[src/rtl/ssb_pkg.sv]
package ssb_pkg;

    localparam int MAX_WEIGHTS_DEF = 6;
    localparam int WEIGHT_BITS_DEF = 16;

    localparam int WEIGHT_W = 16;
    localparam int MASK_W   = 16;
    localparam int COUNT_W  = 6;
    localparam int TARGET_W = 20;
    // Sum plus one weight stays below 2**21 for any legal target and weight set.
    localparam int SUM_W    = 21;

    localparam int APB_DATA_W = 32;
    localparam int APB_ADDR_W = 3;

    localparam logic [TARGET_W-1:0] TARGET_RESET   = TARGET_W'(52);
    localparam logic [COUNT_W-1:0]  SOLUTION_LIMIT = COUNT_W'(63);

    // Register index, taken from paddr[2].
    localparam logic REG_TARGET = 1'b0;

    typedef struct packed {
        logic [WEIGHT_W-1:0] weight_value;
        logic                last_weight;
    } t_in_item;

    typedef struct packed {
        logic [MASK_W-1:0]  solution_mask;
        logic               end_of_search;
        logic [COUNT_W-1:0] solution_count;
        logic               truncated;
    } t_result;

    typedef enum logic [2:0] {
        ST_IDLE,
        ST_CHECK,
        ST_FIT,
        ST_DESCEND,
        ST_RETURN,
        ST_FETCH_BACK,
        ST_BACK,
        ST_END
    } t_state;

endpackage

[src/rtl/subset_sum_backtrack_core.sv]
// Loading: one weight transaction per cycle; busy stays low until the last weight.
// Search: per tree node the states CHECK, FIT, DESCEND on the way down and RETURN,
// FETCH_BACK, BACK on the way up, at most 2**(N+1) nodes for N loaded weights,
// all sharing one add/subtract unit. The end item is registered on the way out of END.
// Results come out as one-cycle strobes; the receiver cannot stall, so none are buffered.
// Synchronous active-low reset clears control state and sets target to 52.
module subset_sum_backtrack_core #(
    parameter int MAX_WEIGHTS = ssb_pkg::MAX_WEIGHTS_DEF,
    parameter int WEIGHT_BITS = ssb_pkg::WEIGHT_BITS_DEF
) (
    input  logic                                i_clk,
    input  logic                                i_rst_n,
    // Command side
    input  logic                                start,
    output logic                                busy,
    input  ssb_pkg::t_in_item                   i_item,
    // Result side
    output logic                                o_result_valid,
    output ssb_pkg::t_result                    o_result,
    // Configuration port
    input  logic                                psel,
    input  logic                                penable,
    input  logic                                pwrite,
    input  logic [ssb_pkg::APB_ADDR_W-1:0]      paddr,
    input  logic [ssb_pkg::APB_DATA_W-1:0]      pwdata,
    output logic [ssb_pkg::APB_DATA_W-1:0]      prdata,
    output logic                                pready
);

    // Weights are cut to the narrower of the parameter and the field width.
    localparam int WB_EFF = (WEIGHT_BITS < ssb_pkg::WEIGHT_W) ? WEIGHT_BITS
                                                             : ssb_pkg::WEIGHT_W;
    // Level runs 0..MAX_WEIGHTS; store index covers 0..MAX_WEIGHTS-1.
    localparam int LVL_W = $clog2(MAX_WEIGHTS + 1);
    localparam int IDX_W = (MAX_WEIGHTS > 1) ? $clog2(MAX_WEIGHTS) : 1;
    localparam int SUM_W = ssb_pkg::SUM_W;

    // ------------------------------------------------------------------
    // State
    // ------------------------------------------------------------------
    ssb_pkg::t_state                 r_state, n_state;

    logic [ssb_pkg::TARGET_W-1:0]    r_target;
    logic [WB_EFF-1:0]               r_store [MAX_WEIGHTS];
    logic [WB_EFF-1:0]               r_w;          // weight of the level in work
    logic [LVL_W-1:0]                r_loaded;
    logic [LVL_W-1:0]                r_level;
    logic [SUM_W-1:0]                r_sum;
    logic [SUM_W-1:0]                r_rem;
    logic [ssb_pkg::MASK_W-1:0]      r_mask;
    logic [MAX_WEIGHTS-1:0]          r_branch;     // 1 while the include child is open
    logic [ssb_pkg::COUNT_W-1:0]     r_found;
    logic                            r_trunc;

    logic                            r_out_valid;
    ssb_pkg::t_result                r_out;

    // ------------------------------------------------------------------
    // Shared add/subtract unit and the compares around it
    // ------------------------------------------------------------------
    logic [SUM_W-1:0]                u_a, u_b, u_res;
    logic                            u_sub;

    logic                            accept;
    logic [IDX_W-1:0]                lvl_idx;
    logic [MAX_WEIGHTS-1:0]          lvl_bit;
    logic [SUM_W-1:0]                tgt_ext;
    logic [SUM_W-1:0]                w_ext;
    logic [SUM_W-1:0]                w_in_ext;
    logic                            sum_short;    // sum + remaining < target
    logic                            sum_hit;      // sum == target
    logic                            sum_over;     // sum + weight > target
    logic                            at_leaf;      // no next weight
    logic                            include_open;
    logic                            take_hit;     // hit that is reported
    logic                            cfg_write;

    assign accept       = start && !busy;
    assign lvl_idx      = r_level[IDX_W-1:0];
    assign lvl_bit      = MAX_WEIGHTS'(1) << lvl_idx;
    assign tgt_ext      = SUM_W'(r_target);
    assign w_ext        = SUM_W'(r_w);
    assign w_in_ext     = SUM_W'(i_item.weight_value[WB_EFF-1:0]);
    assign u_res        = u_sub ? (u_a - u_b) : (u_a + u_b);
    assign sum_short    = u_res < tgt_ext;
    assign sum_over     = u_res > tgt_ext;
    assign sum_hit      = r_sum == tgt_ext;
    assign at_leaf      = r_level >= r_loaded;
    assign include_open = |(r_branch & lvl_bit);
    assign take_hit     = (r_state == ssb_pkg::ST_CHECK) && !sum_short && sum_hit
                          && (r_found != ssb_pkg::SOLUTION_LIMIT);

    // ------------------------------------------------------------------
    // Next state
    // ------------------------------------------------------------------
    always_comb begin
        n_state = r_state;
        case (r_state)
            ssb_pkg::ST_IDLE: begin
                if (accept && i_item.last_weight) n_state = ssb_pkg::ST_CHECK;
            end
            ssb_pkg::ST_CHECK: begin
                if (sum_short) begin
                    n_state = ssb_pkg::ST_RETURN;
                end else if (sum_hit) begin
                    // A hit past the limit stops the whole search.
                    n_state = (r_found == ssb_pkg::SOLUTION_LIMIT) ? ssb_pkg::ST_END
                                                                   : ssb_pkg::ST_RETURN;
                end else if (at_leaf) begin
                    n_state = ssb_pkg::ST_RETURN;
                end else begin
                    n_state = ssb_pkg::ST_FIT;
                end
            end
            ssb_pkg::ST_FIT: begin
                n_state = sum_over ? ssb_pkg::ST_RETURN : ssb_pkg::ST_DESCEND;
            end
            ssb_pkg::ST_DESCEND:    n_state = ssb_pkg::ST_CHECK;
            ssb_pkg::ST_RETURN: begin
                n_state = (r_level == '0) ? ssb_pkg::ST_END : ssb_pkg::ST_FETCH_BACK;
            end
            ssb_pkg::ST_FETCH_BACK: n_state = ssb_pkg::ST_BACK;
            ssb_pkg::ST_BACK: begin
                n_state = include_open ? ssb_pkg::ST_CHECK : ssb_pkg::ST_RETURN;
            end
            ssb_pkg::ST_END:        n_state = ssb_pkg::ST_IDLE;
            default:                n_state = ssb_pkg::ST_IDLE;
        endcase
    end

    // ------------------------------------------------------------------
    // Unit operand select per state
    // ------------------------------------------------------------------
    always_comb begin
        u_a   = r_sum;
        u_b   = '0;
        u_sub = 1'b0;
        case (r_state)
            ssb_pkg::ST_IDLE: begin
                // Running total of the loaded weights.
                u_a = r_rem;
                u_b = w_in_ext;
            end
            ssb_pkg::ST_CHECK: begin
                u_a = r_sum;
                u_b = r_rem;
            end
            ssb_pkg::ST_FIT: begin
                u_a = r_sum;
                u_b = w_ext;
            end
            ssb_pkg::ST_DESCEND: begin
                u_a   = r_rem;
                u_b   = w_ext;
                u_sub = 1'b1;
            end
            ssb_pkg::ST_BACK: begin
                // Leaving the include child: drop the weight from the sum.
                // Leaving the exclude child: give the weight back to the remainder.
                u_a   = include_open ? r_sum : r_rem;
                u_b   = w_ext;
                u_sub = include_open;
            end
            default: begin
                u_a   = r_sum;
                u_b   = '0;
                u_sub = 1'b0;
            end
        endcase
    end

    // ------------------------------------------------------------------
    // Control and datapath registers
    // ------------------------------------------------------------------
    always_ff @(posedge i_clk) begin
        if (!i_rst_n) begin
            r_state     <= ssb_pkg::ST_IDLE;
            r_loaded    <= '0;
            r_level     <= '0;
            r_sum       <= '0;
            r_rem       <= '0;
            r_mask      <= '0;
            r_branch    <= '0;
            r_found     <= '0;
            r_trunc     <= 1'b0;
            r_out_valid <= 1'b0;
        end else begin
            r_state     <= n_state;
            // Strobe a reported hit, or the end item on the way out of END.
            r_out_valid <= take_hit || (r_state == ssb_pkg::ST_END);
            case (r_state)
                ssb_pkg::ST_IDLE: begin
                    // Store while there is room; drop extra weights.
                    if (accept && (r_loaded < LVL_W'(MAX_WEIGHTS))) begin
                        r_loaded <= r_loaded + LVL_W'(1);
                        r_rem    <= u_res;
                    end
                end
                ssb_pkg::ST_CHECK: begin
                    if (!sum_short && sum_hit) begin
                        if (r_found == ssb_pkg::SOLUTION_LIMIT) begin
                            r_trunc <= 1'b1;
                        end else begin
                            r_found <= r_found + ssb_pkg::COUNT_W'(1);
                        end
                    end
                end
                ssb_pkg::ST_FIT: begin
                    if (!sum_over) begin
                        r_sum    <= u_res;
                        r_branch <= r_branch | lvl_bit;
                        r_mask   <= r_mask | ssb_pkg::MASK_W'(lvl_bit);
                    end
                end
                ssb_pkg::ST_DESCEND: begin
                    r_rem   <= u_res;
                    r_level <= r_level + LVL_W'(1);
                end
                ssb_pkg::ST_RETURN: begin
                    if (r_level != '0) r_level <= r_level - LVL_W'(1);
                end
                ssb_pkg::ST_BACK: begin
                    if (include_open) begin
                        // Turn to the exclude child one level down.
                        r_sum    <= u_res;
                        r_branch <= r_branch & ~lvl_bit;
                        r_mask   <= r_mask & ~ssb_pkg::MASK_W'(lvl_bit);
                        r_level  <= r_level + LVL_W'(1);
                    end else begin
                        r_rem <= u_res;
                    end
                end
                ssb_pkg::ST_END: begin
                    // Close the search and discard the loaded set.
                    r_loaded    <= '0;
                    r_level     <= '0;
                    r_sum       <= '0;
                    r_rem       <= '0;
                    r_mask      <= '0;
                    r_branch    <= '0;
                    r_found     <= '0;
                    r_trunc     <= 1'b0;
                end
                default: begin
                    r_level <= r_level;
                end
            endcase
        end
    end

    // Payload registers: weight store, working weight and result.
    always_ff @(posedge i_clk) begin
        if ((r_state == ssb_pkg::ST_IDLE) && accept
                && (r_loaded < LVL_W'(MAX_WEIGHTS))) begin
            r_store[r_loaded[IDX_W-1:0]] <= i_item.weight_value[WB_EFF-1:0];
        end
        // Fetch the next weight ahead of FIT, or the parent's weight ahead of BACK.
        if (((r_state == ssb_pkg::ST_CHECK) && !at_leaf)
                || (r_state == ssb_pkg::ST_FETCH_BACK)) begin
            r_w <= r_store[lvl_idx];
        end
        if (r_state == ssb_pkg::ST_CHECK) begin
            r_out.solution_mask  <= r_mask;
            r_out.end_of_search  <= 1'b0;
            r_out.solution_count <= '0;
            r_out.truncated      <= 1'b0;
        end else if (r_state == ssb_pkg::ST_END) begin
            r_out.solution_mask  <= '0;
            r_out.end_of_search  <= 1'b1;
            r_out.solution_count <= r_found;
            r_out.truncated      <= r_trunc;
        end
    end

    // ------------------------------------------------------------------
    // Configuration port
    // ------------------------------------------------------------------
    assign cfg_write = psel && penable && pwrite;

    always_ff @(posedge i_clk) begin
        if (!i_rst_n) begin
            r_target <= ssb_pkg::TARGET_RESET;
        end else if (cfg_write && (paddr[2] == ssb_pkg::REG_TARGET)) begin
            r_target <= pwdata[ssb_pkg::TARGET_W-1:0];
        end
    end

    assign prdata = (paddr[2] == ssb_pkg::REG_TARGET) ? ssb_pkg::APB_DATA_W'(r_target)
                                                      : '0;
    assign pready = 1'b1;

    // ------------------------------------------------------------------
    // Outputs
    // ------------------------------------------------------------------
    assign busy           = (r_state != ssb_pkg::ST_IDLE);
    assign o_result_valid = r_out_valid;
    assign o_result       = r_out;

    // ------------------------------------------------------------------
    // Assertions
    // ------------------------------------------------------------------
    // The search only descends when the weight fits, so the sum never passes the target.
    a_sum_within_target: assert property (@(posedge i_clk) disable iff (!i_rst_n)
        (r_state == ssb_pkg::ST_CHECK) |-> (r_sum <= tgt_ext))
        else $error("partial sum exceeds target during search");

    // The end item leaves the block idle with the weight set discarded.
    a_end_clears: assert property (@(posedge i_clk) disable iff (!i_rst_n)
        (o_result_valid && o_result.end_of_search) |->
            ((r_state == ssb_pkg::ST_IDLE) && (r_loaded == '0) && (r_branch == '0)))
        else $error("end item without a cleared search");

    // Busy drops only together with the end item.
    a_busy_ends_with_end_item: assert property (@(posedge i_clk) disable iff (!i_rst_n)
        ($fell(busy) && $past(i_rst_n)) |-> (o_result_valid && o_result.end_of_search))
        else $error("search closed without an end item");

endmodule

[config.mk]
export PLATFORM = sky130hd
export DESIGN_NAME = subset_sum_backtrack_core
export DESIGN_NICKNAME = d
export VERILOG_FILES = /design/src/rtl/ssb_pkg.sv /design/src/rtl/subset_sum_backtrack_core.sv
export SDC_FILE = /design/constraint.sdc
export NUM_CORES = 1
export LEC_CHECK = 0
export BUFFER_PORTS_ARGS = -buffer_cell sky130_fd_sc_hd__buf_2
export CAP_MARGIN = 20
export CORE_UTILIZATION = 60
export CTS_CLUSTER_DIAMETER = 50
export DETAILED_ROUTE_END_ITERATION = 8
export PLACE_DENSITY = 0.93
export REMOVE_ABC_BUFFERS = 1
export SLEW_MARGIN = 15
export SYNTH_ARGS = -nofsm -noshare
export SYNTH_HDL_FRONTEND = slang
export SYNTH_SLANG_ARGS = --single-unit
[constraint.sdc]
create_clock -name i_clk -period 15.3 [get_ports i_clk]
set_clock_uncertainty 0.2 [all_clocks]
set_input_delay 1.53 -clock i_clk [delete_from_list [all_inputs] [get_ports i_clk]]
set_output_delay 1.53 -clock i_clk [all_outputs]
set_load 0.005 [all_outputs]
======== After elaboration in Yosys (flattened, before gate mapping) ========
Memories as Yosys holds them, arrays and structs flattened. A register that Yosys moved wholly into a read port is not among the register bits.
Cells that the tools add are included.
operators by class
  shift operators ......................... 1
  bitwise gates (word level) .............. 8
  mux-type cells .......................... 42
  order comparisons ....................... 4
  reductions and logical operators ........ 36
  eq/ne operators ......................... 19
  add/subtract/negate cells ............... 6
operator list
  cell                                                     number
  21-bit 2-to-1 mux                                        6
  21-bit case mux with 3 select lines                      2
  21-bit case mux with 4 select lines                      1
  24-bit 2-to-1 mux                                        2
  16-bit case mux with 3 select lines                      1
  21-bit case mux with 2 select lines                      1
  16-bit 2-to-1 mux                                        2
  3-bit 2-to-1 mux                                         9
  6-bit 2-to-1 mux                                         4
  3-bit case mux with 8 select lines                       1
  21-bit adder                                             1
  21-bit by 20-bit == test with 1-bit output               1
  21-bit by 20-bit > comparator with 1-bit output          1
  21-bit by 20-bit less-than comparator with 1-bit output  1
  21-bit subtractor                                        1
  20-bit 2-to-1 mux                                        1
  2-bit inequality test (second input constant)            9
  6-bit case mux with 3 select lines                       1
  16-bit bitwise AND                                       1
  6-bit NOT with 16-bit output                             1
  16-bit by 6-bit bitwise OR with 16-bit output            1
  3-bit AND reduction                                      5
  1-bit logical AND                                        13
  6-bit bitwise AND                                        2
  other kinds (30)                                         48
storage, ports and cells
  RAM bits ................................ 96
  bits of input ports ..................... 58
  register bits ........................... 125
  word-level logic and storage cells ...... 132
  output and inout bits ................... 59
  memories kept ........................... 1
memories
  memory   depth  bits a word  rd ports  clocked after memory_dff  wr ports  RTL line                         RTL
  r_store  6      16           1         1                         1         subset_sum_backtrack_core.sv:44  logic [WB_EFF-1:0] r_store [MAX_WEIGHTS];

======== Logic depth before layout (Yosys ltp) ========
Gate-level depths: netlist (run 1).
  word-level depth ........................ 13
  gate-level depth with buffers ........... 31
  depth with buffers taken out ............ 28

======== Worst setup path after synthesis (run 1) ========
OpenSTA, ideal clock, no wires.
  path type ............................... input to register
  from .................................... input port i_item[6] in the netlist's numbering
  to ...................................... register r_state[1]
  setup time .............................. 134 ps
  stages .................................. 24
  required time ........................... 14,966 ps
  arrival ................................. 6,181 ps
  buffers on the path ..................... 0
  setup slack ............................. 8,785 ps
  cell sequence ........................... a22oi_1 o22a_1 nand4_1 nor2b_1 nand3_1 nor2_1 a31oi_1 xor2_1 ha_1 a21o_1 a221o_1 a21oi_1 o21a_1 a31oi_1 a31oi_1 xnor2_1 ha_1 nand4_1 o22ai_1 a211o_1 or4b_4 and4_1 o21ai_0 o221ai_1
on the way
  longest elaborated chain between the ends .. 6
  elaborated cells on any way between the ends .. 9
  those cells by class .................... add/sub (2); order compare (2); mux (5)
RTL lines
  what                                                                                                                        RTL line                                                            RTL
  start, declared                                                                                                             subset_sum_backtrack_core.sv:16                                     input ssb_pkg::t_in_item i_item,
  21-bit case mux with 3 select lines *                                                                                       subset_sum_backtrack_core.sv:138                                    case (r_state)
  21-bit adder or 21-bit subtractor (tied branches)                                                                           subset_sum_backtrack_core.sv:84                                     assign u_res = u_sub ? (u_a - u_b) : (u_a + u_b);
  21-bit 2-to-1 mux *                                                                                                         subset_sum_backtrack_core.sv:84
  21-bit by 20-bit > comparator with 1-bit output or 21-bit by 20-bit less-than comparator with 1-bit output (tied branches)  subset_sum_backtrack_core.sv:86, subset_sum_backtrack_core.sv:85
  3-bit 2-to-1 mux, on equally long branches                                                                                  subset_sum_backtrack_core.sv:116, subset_sum_backtrack_core.sv:103
  3-bit case mux with 8 select lines *                                                                                        subset_sum_backtrack_core.sv:98                                     case (r_state)
  end signal, assigned                                                                                                        subset_sum_backtrack_core.sv:177                                    r_state <= ssb_pkg::ST_IDLE;
  end signal, assigned                                                                                                        subset_sum_backtrack_core.sv:188                                    r_state <= n_state;
  end, declared                                                                                                               subset_sum_backtrack_core.sv:41                                     ssb_pkg::t_state r_state, n_state;
Mark *: on every way between the ends. The rest lies on a longest branch, timed or not.
A chain may end at the register's enable or synchronous reset.

======== Worst setup path after layout (run 1) ========
  from .................................... register r_state[1]
  to ...................................... register r_sum[17]
on the way
  longest elaborated chain between the ends .. 8
  elaborated cells on any way between the ends .. 22
  those cells by class .................... add/sub (2); order compare (1); eq/ne (7); mux (7); reduce/logical (5)
RTL lines
  what                                                                                        RTL line                                                            RTL
  3-bit == test (tied with other cells)                                                       subset_sum_backtrack_core.sv:138, subset_sum_backtrack_core.sv:191
  3-bit OR reduction (no line) or 2-bit OR reduction (tied branches)                          --
  21-bit case mux with 3 select lines or 21-bit case mux with 2 select lines (tied branches)  subset_sum_backtrack_core.sv:138
  21-bit adder or 21-bit subtractor (tied branches)                                           subset_sum_backtrack_core.sv:84
  21-bit 2-to-1 mux                                                                           subset_sum_backtrack_core.sv:84
  21-bit by 20-bit > comparator with 1-bit output                                             subset_sum_backtrack_core.sv:86                                     assign sum_over = u_res > tgt_ext;
  2-bit inequality test (no line)                                                             --
  3-bit AND reduction (no line)                                                               --
  end signal, assigned                                                                        subset_sum_backtrack_core.sv:210                                    r_sum <= u_res;
  end signal, assigned                                                                        subset_sum_backtrack_core.sv:225                                    r_sum <= u_res;
  end, declared                                                                               subset_sum_backtrack_core.sv:48                                     logic [SUM_W-1:0] r_sum;
Parallel ways exist; a longest one is shown, timed or not. The select of a mux whose other input is x is not followed.

==> reports/qor.yml, run 1 <==
ff_latch_area_um2: 5560
layout.nets: 1360
whs_path_depth: 2
fin_crit_sh: 0.527
yosysTopAreaCell: "edfxtp_1"
worstMarginPinSlew_ps: 1070
worst-path-max-fanout: 41
r2r_start: "r_state[1]$_SDFFE_PN0P_"
dpl_cell_area_um2: 12200
routed_via_density: 6.29
ys_seq_elements: 218
worstHoldStart: "r_mask[5]$_SDFFE_PN0P_"
status: "complete, no violations"
synth.most_common_cell: "nand2_1"
power.density_nw_per_um2: 204
holdBufCountCts: 0
grt_pass1_wl_mm: 45.8
peakVddDrop_v: 0.0000948
r2r_setup_slack_ps: 7230
dp_hpwl_mm: 19.2
setup_tns_ps: 0
drt-total-wl_mm: 28.8
crit_family: "compound AO/OA/AOI/OAI gates"
r2r_cells: 28
ctsResizeCount: 0
ctsLongestPathBuffers: 3
num_io_pins: 117
grt_max_degree: 62
area_growth_syn_to_layout_pct: 11.1
cts_tree: "done"
start_util: 0.619
htree_levels: 1
synthTopCellsByArea: "edfxtp_1 (31%), dfxtp_1 (17%), nand2_1 (5.6%), ha_1 (4.9%), a21oi_1 (4.5%)"
synth-edff-count: 119
antenna_cells: 0
rsz0062_at_grt: "false"
die_w_um: 142
grt_pass1_vias: 9095
cp_num_buf_inv: 2
utilization: 0.687
dieHeight_um: 142
io_buffers: 89
startpoint_type: "flip-flop"
yosysWarnings: 0
routedWlPerCell_um: 18.8
antenna_found_initial: 0
fmax_mhz: 124
synth_commonest_cells: "nand2_1 (174), edfxtp_1 (119), a21oi_1 (104)"
gp_congestion: 0.946
vias: 9626
r2r-end: "r_sum[17]$_SDFFE_PN0P_"
slowest_stage: "o21ai_4"
hp-class: "reg2reg"
async_flop_share: 0
min_period_ps: 8070
worstPathRequired_ps: 15480
critical_path_depth: 28
path_class: "reg2reg"
power_mw: 2.65
cts_setup_buffers: 0
cpPeakStageDelay_ps: 810
startpoint: "r_state[1]$_SDFFE_PN0P_"
drive_gt1_frac: 0.146
syn_area_um2: 11700
cts_made_buffers: 23
drv_slew: 0
clockRootBuffer: "clkbuf_16"
drv_cap: 0
clk_pin_slew_ps: 70
end_kind: "flip-flop"
nFillCells: 1331
postSynthAreaPerCell_um2: 9.74
die_area_um2: 20000
drt_iter0_drc: 1259
syn_inst: 1200
ys_seq_area_frac: 0.475
relSlewSlack: 0.286
hold_viol_final: 0
dr.pass1.iters: 8
synth_cell_types: 74
antenna_left: 0
clock_sinks: 218
cp.arrival_ps: 8250
multi_input_area_um2: 5600
std_cell_rows: 50
overflow: 0
fin_area_um2: 13000
drcViolationCount: 0
synth_top_area_frac: 0.306
insertion_delay_ps: 520
grtUsageTotal: 0.290
synthFlopType: "edfxtp_1"
p_leak_nw: 4.92
core_area_um2: 18900
hold_slack_ps: 271
cp-endpoint: "r_sum[17]$_SDFFE_PN0P_"
report.final.setup_viol: 0
## sequential cells by signal (all words and copies together) (netlist names), 6 cells and up
register,count
r_store,96
r_rem,21
r_sum,21
r_target,20
r_w,16
o_result,15
r_branch,6
r_found,6
r_mask,6
## layout make-up
type / count / share of cell area
clock buffers: 30 / 0.0494
repair buffers: 109 / 0.0461
inverters: 38 / 0.0110
flip-flops and latches: 218 / 0.428
well taps: 260 / 0.0250
clock inverters: 12 / 0.00954
multi-input cells: 864 / 0.431
## power by group
| group | internal (mW) | switching (mW) |
|---|---|---|
| registers | 0.706 | 0.0593 |
| clock network | 0.331 | 0.231 |
| logic | 0.506 | 0.819 |
| total | 1.54 | 1.11 |
## worst min-delay path by stage
stage | to | slack (ps)
after floorplan | o_result[7]$_SDFFE_PN0P_ | 240
after CTS | o_result[7]$_SDFFE_PN0P_ | 270
after global routing | o_result[7]$_SDFFE_PN0P_ | 270
after global placement | o_result[7]$_SDFFE_PN0P_ | 240
final | r_mask[5]$_SDFFE_PN0P_ | 270
after detailed placement | o_result[5]$_SDFFE_PN0P_ | 250
## routing by layer
layer,up-vias,track usage,part of all wire
li1,4406,-,-
met5,-,0,0
met3,112,0.0425,0.082
met4,0,0.137,0.039
met1,4546,0.376,0.39
met2,562,0.481,0.49
## metrics by stage
stage | std cells | setup slack, ps
floorplan | 1120 | 7690
global placement | 1488 | 7550
detailed placement | 1489 | 7390
CTS | 1531 | 7530
global route | 1531 | 6800
finish | 1531 | 7230
## kinds of logic after synthesis
family	after synthesis	share of synthesized area
AOI/OAI and AO/OA	305	0.166
xor gates and xnor gates	56	0.0445
adders and majority gates	48	0.0527
buffers and inverters	130	0.0526
DFF	218	0.475
muxes	38	0.0501
other	2	0.000643
and+or+nand+nor	403	0.158
## layout by cell type, fill, tap and decap left out, drive strengths merged, types with 6 or more instances in the layout
cell and count:
a21o 13, a21oi 104, a22o 8, a22oi 34, and2 20, and3 15, buf 109, clkbuf 30
clkinv 9, conb 14, dfxtp 99, edfxtp 119, ha 46, inv 39, mux2i 21, mux4 16
nand2 174, nand2b 7, nand3 38, nand4 12, nor2 83, nor2b 10, nor3 20, o211ai 6
o21a 10, o21ai 72, o22a 16, or2 6, xnor2 25, xor2 29
## worst min-delay path, stage by stage (launching register included)
cell and delay, ps:
dfxtp_1 300, o21ai_0 60, a21oi_1 60
Power figures use the tool's default switching activity.
==> run 2, diff against run 1 <==
- CORE_UTILIZATION: 60 -> 54
- PLACE_DENSITY: 0.93 -> 0.89
- clock period: 15.3 -> 6.5 ns (I/O delays scaled with it)
==> run 2 against run 1 <==
Critical path type unchanged; sequential share of layout area decreased by 1.7 points; hold slack worse by 120 ps; cell count grew 3.3%; clock power rose to 2.7 times the previous value; final area is 4.2% higher.
==> reports/qor.yml, run 2 (synthesis results as in run 1) <==
overflow: 0  # unchanged
antenna_found_initial: 0  # unchanged
io_buffers: 89  # unchanged
power.density_nw_per_um2: 501  # was 204 nW/um2
dpl_cell_area_um2: 12400  # was 12200 um2
grt_max_degree: 62  # unchanged
htree_levels: 1  # unchanged
slowest_stage: "dfxtp_2"  # was o21ai_4
antenna_cells: 0  # unchanged
grt_pass1_vias: 8822  # was 9095
cp_num_buf_inv: 6  # was 2
worstMarginPinSlew_ps: 847  # was 1070 ps
antenna_left: 0  # unchanged
switchingPower_mw: 2.78  # was 1.11 mW
p_int_mw: 4.00  # was 1.54 mW
drt_iter0_drc: 726  # was 1259
hold_viol_final: 0  # unchanged
combPwrFrac: 0.512  # was 0.500
routed_via_density: 5.94  # was 6.29
drcViolationCount: 0  # unchanged
worstHoldStart: "pwdata[15]"  # was r_mask[5]$_SDFFE_PN0P_
num_io_pins: 117  # unchanged
path_class: "reg2reg"  # unchanged
fmax_mhz: 158  # was 124 MHz
seqPwrFrac: 0.264  # was 0.288
clockRootBuffer: "clkbuf_16"  # unchanged
worstPathRequired_ps: 6780  # was 15480 ps
cpPeakStageDelay_ps: 380  # was 810 ps
cp.arrival_ps: 6590  # was 8250 ps
cts_tree: "done"  # unchanged
r2r_start: "lvl_idx[1]$_SDFFE_PN0P_"  # was r_state[1]$_SDFFE_PN0P_
area_growth_syn_to_layout_pct: 15.8  # was 11.1%
drv_slew: 0  # unchanged
min_period_ps: 6310  # was 8070 ps
routedWlPerCell_um: 17.9  # was 18.8 um
gp_congestion: 0.952  # was 0.946
layout.nets: 1391  # was 1360
fin_area_um2: 13500  # was 13000 um2
relSlewSlack: 0.433  # was 0.286
drv_cap: 0  # unchanged
startpoint: "lvl_idx[1]$_SDFFE_PN0P_"  # was r_state[1]$_SDFFE_PN0P_
ctsLongestPathBuffers: 3  # unchanged
clk_pin_slew_ps: 60  # was 70 ps
fin_crit_sh: 0.971  # was 0.527
report.final.setup_viol: 0  # unchanged
layout_common_cells: "nand2_1 (173), edfxtp_1 (119), a21oi_1 (99)"  # was nand2_1 (174), edfxtp_1 (119), a21oi_1 (104)
final_common_cell: "nand2_1"  # unchanged
vias: 9396  # was 9626
p_leak_nw: 5.17  # was 4.92 nW
startpoint_type: "flip-flop"  # unchanged
power_mw: 6.78  # was 2.65 mW
drive_gt1_frac: 0.187  # was 0.146
std_cell_rows: 53  # was 50
hp-class: "in2reg"  # was reg2reg
holdBufCountCts: 0  # unchanged
clock_sinks: 218  # unchanged
drt-total-wl_mm: 28.4  # was 28.8 mm
grt_pass1_wl_mm: 44.5  # was 45.8 mm
grtUsageTotal: 0.252  # was 0.290
core_area_um2: 21200  # was 18900 um2
status: "complete, no violations"  # unchanged
dr.pass1.iters: 5  # was 8
hold_slack_ps: 147  # was 271 ps
start_util: 0.553  # was 0.619
dieHeight_um: 149  # was 142 um
power_frac_clock: 0.224  # was 0.212
largest_reg_flops: 96  # unchanged
dp_hpwl_mm: 19.1  # was 19.2 mm
end_kind: "flip-flop"  # unchanged
cts_made_buffers: 28  # was 23
crit_family: "compound AO/OA/AOI/OAI gates"  # unchanged
cp_common_cell: "buf_4"
die_area_um2: 22200  # was 20000 um2
p_sw_frac: 0.410  # was 0.418
worst-path-max-fanout: 10  # was 41
die_w_um: 149  # was 142 um
peakVddDrop_v: 0.000279  # was 0.0000948 V
insertion_delay_ps: 550  # was 520 ps
-- run 2: final cells by class --
cell class                      count  area, um2
Timing Repair Buffer              135        867
Fill cell                        1623       7620
Tap cell                          275        344
Clock buffer                       32        716
Sequential cell                   218       5560
Clock inverter                     19        209
Multi-Input combinational cell    864       5700
Inverter                           38        143
-- run 2: metal layers --
layer | vias to the layer above | wire [um] | GRT usage
met5 | - | 0 | 0
met1 | 4420 | 12000 | 0.336
met3 | 65 | 2260 | 0.0358
li1 | 4481 | - | -
met2 | 430 | 13200 | 0.417
met4 | 0 | 882 | 0.0964
-- run 2: what timing repair did --
| item | CTS | global route |
|---|---|---|
| resized for setup | 1 | 28 |
| cloned | 0 | 2 |
| endpoints found under the setup margin | 2 | 42 |
| pin swaps | 0 | 8 |
| buffers inserted | 0 | 2 |
-- run 2: worst register-to-register path, delay by kind of cell (launching register included) --
kind	cells	cell delay [ps]
AOI/OAI and AO/OA	16	3180
buffers and inverters	6	990
adders and majority gates	2	530
xor gates and xnor gates	2	470
DFF	1	380
muxes	1	310
and+or+nand+nor	2	200
-- run 2: final timing paths --
kind / slack, ps / cells past startpoint / to
min reg2reg: 240 / 2 / o_result[7]$_SDFFE_PN0P_
min: 150 / 3 / r_target[15]$_SDFFE_PN0P_
max reg2reg: 190 / 29 / r_sum[9]$_SDFFE_PN0P_
max: 190 / 29 / r_sum[9]$_SDFFE_PN0P_
-- run 2: power by group through the flow --
stage	clock, mW	sequential, mW	combinational [mW]
4_1_cts	1.53	1.78	3.28
3_3_place_gp	0	1.80	3.13
5_1_grt	1.61	1.81	3.79
6_report	1.52	1.79	3.47
2_1_floorplan	0	1.84	2.15
3_5_place_dp	0	1.81	3.22
-- run 2: stage by stage --
step | TNS, ps | setup WS, ps | std cells | utilization
after floorplan | -35970 | -1110 | 1120 | -
after global placement | 0 | 117 | 1525 | 0.588
after detailed placement | 0 | 15.4 | 1526 | 0.588
after CTS | 0 | 12.6 | 1577 | 0.632
after global routing | -1130 | -77.4 | 1581 | 0.640
final | 0 | 187 | 1581 | 0.640
